--- config.mk ---
export PLATFORM = sky130hd
export DESIGN_NAME = char_lcd_bus_sequencer_unit
export DESIGN_NICKNAME = d
export VERILOG_FILES = /design/src/sv/clbs_pkg.sv /design/src/sv/clbs_front.sv /design/src/sv/clbs_back.sv /design/src/sv/char_lcd_bus_sequencer_unit.sv
export SDC_FILE = /design/constraint.sdc
export NUM_CORES = 1
export LEC_CHECK = 0
export ABC_AREA = 1
export BUFFER_PORTS_ARGS = -buffer_cell sky130_fd_sc_hd__buf_2
export CORE_UTILIZATION = 50
export DETAILED_ROUTE_END_ITERATION = 8
export PLACE_DENSITY_LB_ADDON = 0.08
export SLEW_MARGIN = 20
export SYNTH_ARGS = -nofsm -noshare
export SYNTH_HDL_FRONTEND = slang
export SYNTH_SLANG_ARGS = --single-unit
export TNS_END_PERCENT = 10
--- constraint.sdc ---
create_clock -name clk -period 3.1 [get_ports clk]
set_clock_uncertainty 0.05 [all_clocks]
set_input_delay 0 -clock clk [delete_from_list [all_inputs] [get_ports clk]]
set_output_delay 0 -clock clk [all_outputs]
set_load 0.05 [all_outputs]
--- src/sv/clbs_pkg.sv ---
// shared types and constants of the lcd bus sequencer
package clbs_pkg;

    // input kind codes
    localparam logic [1:0] KIND_TICK   = 2'd0;
    localparam logic [1:0] KIND_WRITE  = 2'd1;
    localparam logic [1:0] KIND_CURSOR = 2'd2;

    // highest cursor position taken
    localparam logic [7:0] POS_MAX = 8'd63;

    // configuration register indexes
    localparam logic REG_BUS_4BIT     = 1'b0;
    localparam logic REG_SETUP_TICKS  = 1'b1;

    // configuration reset values
    localparam logic       BUS_4BIT_RESET    = 1'b0;
    localparam logic [7:0] SETUP_TICKS_RESET = 8'd10;

    // nibble shift for the second strobe in 4-bit mode
    localparam int NIBBLE_SHIFT = 4;

    // ddram base address of each display row
    localparam logic [7:0] ROW_BASE [4] = '{8'h80, 8'h90, 8'h88, 8'h98};

    // classified operation passed from front to back
    typedef enum logic {
        OP_TICK,
        OP_REQ
    } clbs_op_t;

    // one queued word
    typedef struct packed {
        clbs_op_t   op;
        logic [7:0] data;
        logic       sel;
        logic       busy;
    } clbs_entry_t;

endpackage

--- src/sv/clbs_front.sv ---
// input front end: classifies incoming words and queues them for the sequencer
module clbs_front
    import clbs_pkg::*;
(
    input  logic        clk,
    input  logic        rst_n,
    input  logic        in_valid,
    output logic        in_ready,
    input  logic [1:0]  kind,
    input  logic [7:0]  value,
    input  logic        is_data,
    input  logic [7:0]  position,
    input  logic        busy_pin,
    output logic        q_valid,
    output clbs_entry_t q_entry,
    input  logic        q_pop
);

    clbs_entry_t slot_reg [2];
    logic        wr_ptr_reg;
    logic        wr_ptr_next;
    logic        rd_ptr_reg;
    logic        rd_ptr_next;
    logic [1:0]  count_reg;
    logic [1:0]  count_next;
    clbs_entry_t cls;
    logic        push;

    // classify the incoming word
    always_comb
    begin
        cls.op   = OP_TICK;
        cls.data = 8'd0;
        cls.sel  = 1'b0;
        cls.busy = busy_pin;
        unique case (kind)
            KIND_WRITE:
            begin
                cls.op   = OP_REQ;
                cls.data = value;
                cls.sel  = is_data;
            end
            KIND_CURSOR:
            begin
                if (position <= POS_MAX)
                begin
                    cls.op   = OP_REQ;
                    cls.data = ROW_BASE[position[5:4]] + {4'd0, position[3:0]};
                end
            end
            default:
            begin
                cls.op = OP_TICK;
            end
        endcase
    end

    // two-entry queue control
    assign in_ready = (count_reg != 2'd2);
    assign push     = in_valid & in_ready;
    assign q_valid  = (count_reg != 2'd0);
    assign q_entry  = slot_reg[rd_ptr_reg];

    always_comb
    begin
        wr_ptr_next = push  ? ~wr_ptr_reg : wr_ptr_reg;
        rd_ptr_next = q_pop ? ~rd_ptr_reg : rd_ptr_reg;
        count_next  = count_reg;
        if (push && !q_pop)
        begin
            count_next = count_reg + 2'd1;
        end
        else if (!push && q_pop)
        begin
            count_next = count_reg - 2'd1;
        end
    end

    always_ff @(posedge clk or negedge rst_n)
    begin
        if (!rst_n)
        begin
            wr_ptr_reg <= 1'b0;
            rd_ptr_reg <= 1'b0;
            count_reg  <= 2'd0;
        end
        else
        begin
            wr_ptr_reg <= wr_ptr_next;
            rd_ptr_reg <= rd_ptr_next;
            count_reg  <= count_next;
        end
    end

    // queue storage
    always_ff @(posedge clk)
    begin
        if (push)
        begin
            slot_reg[wr_ptr_reg] <= cls;
        end
    end

endmodule

--- src/sv/clbs_back.sv ---
// bus sequencer back end: pin phase machine and result register
module clbs_back
    import clbs_pkg::*;
#(
    parameter int WAIT_BITS = 8
)
(
    input  logic        clk,
    input  logic        rst_n,
    input  logic        cfg_4bit,
    input  logic [7:0]  cfg_setup,
    input  logic        q_valid,
    input  clbs_entry_t q_entry,
    output logic        q_pop,
    output logic        out_valid,
    input  logic        out_ready,
    output logic        enable_pin,
    output logic        select_pin,
    output logic        read_pin,
    output logic [7:0]  bus_out,
    output logic        bus_is_input,
    output logic        ready_res,
    output logic        accepted
);

    typedef enum logic [3:0] {
        PH_IDLE,
        PH_POLL_DIR,
        PH_POLL_RW,
        PH_POLL_EH,
        PH_POLL_EL_BUSY,
        PH_POLL_EL_FREE,
        PH_SEL,
        PH_WR_LOW,
        PH_DRIVE,
        PH_STB_HI,
        PH_STB_LO
    } phase_t;

    typedef struct packed {
        logic       e;
        logic       rw;
        logic       rs;
        logic       inp;
        logic [7:0] bus;
    } pins_t;

    localparam int CW = (WAIT_BITS > 8) ? WAIT_BITS : 8;
    localparam logic [CW-1:0] LIMIT = CW'((1 << WAIT_BITS) - 1);

    phase_t               phase_reg;
    phase_t               phase_next;
    logic [WAIT_BITS-1:0] wait_reg;
    logic [WAIT_BITS-1:0] wait_next;
    logic [7:0]           byte_reg;
    logic [7:0]           byte_next;
    logic                 sel_reg;
    logic                 sel_next;
    logic                 second_reg;
    logic                 second_next;
    pins_t                pins_reg;
    pins_t                pins_next;
    logic                 out_valid_reg;
    logic                 out_valid_next;
    pins_t                out_pins_reg;
    logic                 ready_res_reg;
    logic                 accepted_reg;

    logic [CW-1:0]        setup_ext;
    logic [CW-1:0]        hold_ext;
    logic [WAIT_BITS-1:0] hold;
    logic                 acc;
    logic                 do_enter;
    phase_t               tgt;

    // hold length per pin step, at least one tick, saturating at the counter
    always_comb
    begin
        setup_ext = CW'(cfg_setup);
        hold_ext  = setup_ext;
        if (setup_ext == '0)
        begin
            hold_ext = CW'(1);
        end
        if (hold_ext > LIMIT)
        begin
            hold_ext = LIMIT;
        end
        hold = hold_ext[WAIT_BITS-1:0];
    end

    // take the next word whenever the result register is free
    assign q_pop          = q_valid & (~out_valid_reg | out_ready);
    assign out_valid_next = q_pop | (out_valid_reg & ~out_ready);

    // one sequencer step per word
    always_comb
    begin
        phase_next  = phase_reg;
        wait_next   = wait_reg;
        byte_next   = byte_reg;
        sel_next    = sel_reg;
        second_next = second_reg;
        pins_next   = pins_reg;
        do_enter    = 1'b0;
        tgt         = PH_IDLE;
        acc         = (phase_reg == PH_IDLE) && (q_entry.op == OP_REQ);

        if (acc)
        begin
            byte_next   = q_entry.data;
            sel_next    = q_entry.sel;
            second_next = 1'b0;
            do_enter    = 1'b1;
            tgt         = PH_POLL_DIR;
        end
        else if (phase_reg != PH_IDLE)
        begin
            if (wait_reg > WAIT_BITS'(1))
            begin
                wait_next = wait_reg - WAIT_BITS'(1);
            end
            else
            begin
                do_enter = 1'b1;
                unique case (phase_reg)
                    PH_POLL_DIR:     tgt = PH_POLL_RW;
                    PH_POLL_RW:      tgt = PH_POLL_EH;
                    PH_POLL_EH:      tgt = q_entry.busy ? PH_POLL_EL_BUSY : PH_POLL_EL_FREE;
                    PH_POLL_EL_BUSY: tgt = PH_POLL_DIR;
                    PH_POLL_EL_FREE: tgt = PH_SEL;
                    PH_SEL:          tgt = PH_WR_LOW;
                    PH_WR_LOW:       tgt = PH_DRIVE;
                    PH_DRIVE:        tgt = PH_STB_HI;
                    PH_STB_HI:       tgt = PH_STB_LO;
                    PH_STB_LO:
                    begin
                        if (cfg_4bit && !second_reg)
                        begin
                            second_next = 1'b1;
                            byte_next   = byte_reg << NIBBLE_SHIFT;
                            tgt         = PH_DRIVE;
                        end
                        else
                        begin
                            second_next = 1'b0;
                            tgt         = PH_IDLE;
                        end
                    end
                    default:         tgt = PH_IDLE;
                endcase
            end
        end

        // pin change on entry to a phase
        if (do_enter)
        begin
            phase_next = tgt;
            wait_next  = (tgt == PH_IDLE) ? '0 : hold;
            unique case (tgt)
                PH_POLL_DIR:
                begin
                    pins_next.inp = 1'b1;
                    pins_next.rs  = 1'b0;
                end
                PH_POLL_RW:      pins_next.rw = 1'b1;
                PH_POLL_EH:      pins_next.e  = 1'b1;
                PH_POLL_EL_BUSY: pins_next.e  = 1'b0;
                PH_POLL_EL_FREE: pins_next.e  = 1'b0;
                PH_SEL:
                begin
                    pins_next.inp = 1'b0;
                    pins_next.rs  = sel_reg;
                end
                PH_WR_LOW:
                begin
                    pins_next.rw = 1'b0;
                    pins_next.e  = 1'b0;
                end
                PH_DRIVE:        pins_next.bus = byte_next;
                PH_STB_HI:       pins_next.e   = 1'b1;
                PH_STB_LO:       pins_next.e   = 1'b0;
                default:         pins_next     = pins_reg;
            endcase
        end
    end

    // sequencer state and result register
    always_ff @(posedge clk or negedge rst_n)
    begin
        if (!rst_n)
        begin
            phase_reg     <= PH_IDLE;
            wait_reg      <= '0;
            byte_reg      <= 8'd0;
            sel_reg       <= 1'b0;
            second_reg    <= 1'b0;
            pins_reg      <= '0;
            out_valid_reg <= 1'b0;
        end
        else
        begin
            out_valid_reg <= out_valid_next;
            if (q_pop)
            begin
                phase_reg  <= phase_next;
                wait_reg   <= wait_next;
                byte_reg   <= byte_next;
                sel_reg    <= sel_next;
                second_reg <= second_next;
                pins_reg   <= pins_next;
            end
        end
    end

    // result payload
    always_ff @(posedge clk)
    begin
        if (q_pop)
        begin
            out_pins_reg  <= pins_next;
            ready_res_reg <= (phase_next == PH_IDLE);
            accepted_reg  <= acc;
        end
    end

    assign out_valid    = out_valid_reg;
    assign enable_pin   = out_pins_reg.e;
    assign select_pin   = out_pins_reg.rs;
    assign read_pin     = out_pins_reg.rw;
    assign bus_out      = out_pins_reg.bus;
    assign bus_is_input = out_pins_reg.inp;
    assign ready_res    = ready_res_reg;
    assign accepted     = accepted_reg;

endmodule

--- src/sv/char_lcd_bus_sequencer_unit.sv ---
// top level of the lcd bus sequencer: config registers, front end and sequencer
//
//  channel   signals                                  direction
//  -------   --------------------------------------   ---------
//  input     in_valid/in_ready + kind..busy_pin       into block
//  result    out_valid/out_ready + enable_pin..acc    out of block
//  config    psel/penable/pwrite/paddr/pwdata/prdata   apb slave
//
//  one word per clock sustained while out_ready stays high; each word is one step
//  of the pin sequencer in the back end, and a word's result is registered at the
//  edge it leaves the queue.
//  reset: sequencer idle, pin state low (result register not reset), bus_4bit 0, setup_ticks 10.
//  out_ready low holds the result; the two-entry queue then fills and in_ready
//  drops, and the front keeps taking words while the queue has room.
module char_lcd_bus_sequencer_unit
    import clbs_pkg::*;
#(
    parameter int WAIT_BITS = 8
)
(
    input  logic        clk,
    input  logic        rst_n,
    input  logic        in_valid,
    output logic        in_ready,
    input  logic [1:0]  kind,
    input  logic [7:0]  value,
    input  logic        is_data,
    input  logic [7:0]  position,
    input  logic        busy_pin,
    output logic        out_valid,
    input  logic        out_ready,
    output logic        enable_pin,
    output logic        select_pin,
    output logic        read_pin,
    output logic [7:0]  bus_out,
    output logic        bus_is_input,
    output logic        ready_res,
    output logic        accepted,
    input  logic        psel,
    input  logic        penable,
    input  logic        pwrite,
    input  logic [2:0]  paddr,
    input  logic [31:0] pwdata,
    output logic [31:0] prdata,
    output logic        pready
);

    logic        bus_4bit_reg;
    logic [7:0]  setup_ticks_reg;
    logic        cfg_write;
    logic        q_valid;
    logic        q_pop;
    clbs_entry_t q_entry;

    // apb register file
    assign pready    = 1'b1;
    assign cfg_write = psel & penable & pwrite;

    always_ff @(posedge clk or negedge rst_n)
    begin
        if (!rst_n)
        begin
            bus_4bit_reg    <= BUS_4BIT_RESET;
            setup_ticks_reg <= SETUP_TICKS_RESET;
        end
        else if (cfg_write)
        begin
            unique case (paddr[2])
                REG_BUS_4BIT:    bus_4bit_reg    <= pwdata[0];
                REG_SETUP_TICKS: setup_ticks_reg <= pwdata[7:0];
                default:         bus_4bit_reg    <= bus_4bit_reg;
            endcase
        end
    end

    // register read back
    always_comb
    begin
        unique case (paddr[2])
            REG_BUS_4BIT:    prdata = {31'd0, bus_4bit_reg};
            REG_SETUP_TICKS: prdata = {24'd0, setup_ticks_reg};
            default:         prdata = 32'd0;
        endcase
    end

    // word classification and queue
    clbs_front u_front (
        .clk      (clk),
        .rst_n    (rst_n),
        .in_valid (in_valid),
        .in_ready (in_ready),
        .kind     (kind),
        .value    (value),
        .is_data  (is_data),
        .position (position),
        .busy_pin (busy_pin),
        .q_valid  (q_valid),
        .q_entry  (q_entry),
        .q_pop    (q_pop)
    );

    // pin sequencer
    clbs_back #(
        .WAIT_BITS (WAIT_BITS)
    ) u_back (
        .clk          (clk),
        .rst_n        (rst_n),
        .cfg_4bit     (bus_4bit_reg),
        .cfg_setup    (setup_ticks_reg),
        .q_valid      (q_valid),
        .q_entry      (q_entry),
        .q_pop        (q_pop),
        .out_valid    (out_valid),
        .out_ready    (out_ready),
        .enable_pin   (enable_pin),
        .select_pin   (select_pin),
        .read_pin     (read_pin),
        .bus_out      (bus_out),
        .bus_is_input (bus_is_input),
        .ready_res    (ready_res),
        .accepted     (accepted)
    );

endmodule

==> impl_metrics.ini <==
[worst_setup_path]
cpLargestDelayFamily = simple AND/OR/NAND/NOR gates
cp_data_arrival_time_ps = 2370
crit_path_cell_trace = inv_1 > ha_1 > nor2_1 > nor2_1 > nand2_2 > nor2_4 > nand2_2 > nand2_1 > nand3_1 > nand2_1 > nand2_1 > and2_1
critPathLaunchType = flip-flop
crit_buf_inv = 1
critical_path.max_fanout = 7
crit_slowest_cell = dfrtp_1
cpPeakStageDelay_ps = 420
path_class = reg -> reg
cp.required_ps = 3170
critPathCaptureType = flip-flop
critPathMostFrequentCell = nand2_1

[outcome]
violations = DRC
status = complete, but fails checks

[global_route]
grt_pass1_vias = 3619
grt_max_degree = 49
antenna_found_initial = 0
grt_pass1_wl_mm = 16.1
grt_overflow = 0
grtUsageTotal_pct = 21.1

[pwr]
p_int_mw = 2.64
combPwrFrac_pct = 44.5
leakage_nw = 2.62
switching_share_pct = 45.0
p_clk_share_pct = 18.8
power_frac_seq_pct = 36.8
p_sw_mw = 2.16
pwr_density_cell_mw_per_mm2 = 894
ir_drop_mv = 0.427

[logic_synthesis]
async_reset_ff_share_pct = 57.1
ys_warn_count = 0
yosysSeqAreaShare_pct = 49.8
postSynthAreaPerCell_um2 = 8.77
ys_ff_latch = 84
synth_edf_count = 36
yosysTopAreaCellShare_pct = 25.1
ys_top_cells_by_area = dfrtp_1, edfxtp_1, nand2_1
synth_top_cell_by_area = dfrtp_1
yosysUniqueCellTypes = 45
ys.flop_type = dfrtp_1
syn_inst = 523
yosys.cell_count.top_type = nand2_1
synthesis.area_mm2 = 0.00459
synthTopCellsByCount = nand2_1, inv_1, dfrtp_1

[cells_and_area]
layout.nets = 675
syn_to_final_growth_pct = 16.9
fillers = 778
drive_gt1_share_pct = 20.5
n_antenna_cell = 0
post-route-util_pct = 60.9
largest_register_ffs = 22

[drt]
drt_iter0_drc = 197
vias_per_cell = 5.04
vias = 3626
dr.pass1.iters = 6
ant_nets = 0
route.detailed.drc = 4
drt-total-wl_mm = 9.12
routedWlPerCell_um = 12.7

[hold_path]
hold_class = in -> reg

[timing]
setup_viol = 0
finalHoldViolations = 0
timing.final.crit_share_pct = 74.2
fin_setup_tns_ps = 0
relSlewSlack_pct = 35.9
holdWs_ps = 14.8
finalMaxSlewViolations = 0
min_period_ps = 2300
tightest_slew_ps = 958
rsz0062_at_grt = false
clock.fmax_ghz = 0.435

[clock_network]
clock_path_buffers = 2
cts-root-buf = clkbuf_8
htree_levels = 3
post_cts_buffers = 0
clock_latency_ps = 350
hold_buffers = 23
cts_sinks = 84
cts_tree = done
cts_made_buffers = 9
clk_pin_slew_ps = 90
cts_resized = 0

[floorplanning]
pin_count = 111
coreArea_mm2 = 0.00881
die_w_um = 97.8
dieArea_mm2 = 0.00956
row_count = 34
die-height_um = 97.8
initial_core_util_pct = 52.1

[placement]
numPortBuffers = 59
place_hpwl_mm = 6.47
gp_congestion = 0.863

[flow_run]
drv_cap = 0
-- worst paths after layout --
kind | from | endpoint | slack, ps | cells after the start
min | position[2] | u_front.slot_reg[1][4] | 10 | 3
max in group asynchronous | rst_n | u_back.byte_reg[2] | 2440 | 2
min reg2reg | u_back.pins_reg[6] | u_back.pins_reg[6] | 440 | 2
max | u_back.wait_reg[0] | u_back.bus_out[6] | 800 | 12
max reg2reg | u_back.wait_reg[0] | u_back.bus_out[6] | 800 | 12
min in group asynchronous | rst_n | u_back.wait_reg[6] | 140 | 2
-- stage by stage --
step / instance area, µm² / power [mW] / setup slack [ps] / std cells
after floorplan: 4670 / 3.45 / 1040 / 546
after global placement: 4890 / 3.84 / 868 / 680
after detailed placement: 4890 / 3.89 / 829 / 680
after CTS: 5360 / 4.81 / 815 / 719
after global routing: 5360 / 5.14 / 593 / 719
final: 5360 / 4.80 / 800 / 719
-- final cells by class --
cell class,instances,area (µm²),area share [%]
Sequential cell,84,2280,42.6
Multi-Input combinational cell,362,1910,35.6
Timing Repair Buffer,85,551,10.3
Inverter,64,243,4.53
Clock buffer,13,191,3.57
Tap cell,108,135,2.52
Clock inverter,3,47.5,0.887
-- power by group through the flow --
stage	Sequential, mW	Clock (mW)	Combinational [mW]
6_report	1.76	0.899	2.13
5_1_grt	1.81	0.956	2.38
4_1_cts	1.76	0.915	2.14
3_5_place_dp	1.78	0	2.10
3_3_place_gp	1.77	0	2.07
2_1_floorplan	1.96	0	1.48
-- per-layer routing --
| metal | GRT usage (%) | share of wire (%) | vias up |
|---|---|---|---|
| li1 | - | - | 1818 |
| met2 | 35.8 | 50 | 71 |
| met1 | 26.6 | 46 | 1721 |
| met5 | 0 | 0 | - |
| met4 | 8.97 | 2.0 | 0 |
| met3 | 3.65 | 2.3 | 16 |
-- cells in the final DEF, fill, tap and decap left out, drive strengths merged, types with 2 or more instances in the layout --
cell | synthesis | layout
clkbuf | 7 | 13
dfrtp | 46 | 46
nand4 | 4 | 4
mux2 | 5 | 5
and3 | 2 | 2
nor3 | 4 | 4
xor2 | 7 | 7
mux2i | 4 | 4
ha | 7 | 7
nand3 | 36 | 36
clkinv | 2 | 3
buf | 29 | 62
xnor2 | 2 | 2
a31oi | 6 | 6
conb | 2 | 25
nor2 | 42 | 42
edfxtp | 36 | 36
inv | 62 | 63
o21ai | 44 | 44
a21oi | 19 | 19
nand2 | 141 | 141
dfstp | 2 | 2
and2 | 6 | 6
dlygate4sd3 | 0 | 23
a22oi | 4 | 4
-- worst reg2reg max path: stages (launching register included) --
cell	delay (ps)
dfrtp_1	420
inv_1	120
ha_1	260
nor2_1	70
nor2_1	120
nand2_2	160
nor2_4	230
nand2_2	150
nand2_1	90
nand3_1	60
nand2_1	100
nand2_1	80
and2_1	160
-- cells by family (layout without fill, tap and decap cells) --
| family | Yosys count | in the layout | synth area share [%] |
|---|---|---|---|
| AOI/OAI and AO/OA | 74 | 74 | 9.38 |
| muxes | 9 | 9 | 2.10 |
| xor gates and xnor gates | 9 | 9 | 1.72 |
| other | 2 | 25 | 0.164 |
| DFF | 84 | 84 | 49.8 |
| adders and majority gates | 7 | 7 | 1.91 |
| buffers and inverters | 100 | 165 | 10.5 |
| and+or+nand+nor | 238 | 238 | 24.4 |
Note: power is estimated with default switching activity, not from simulation.
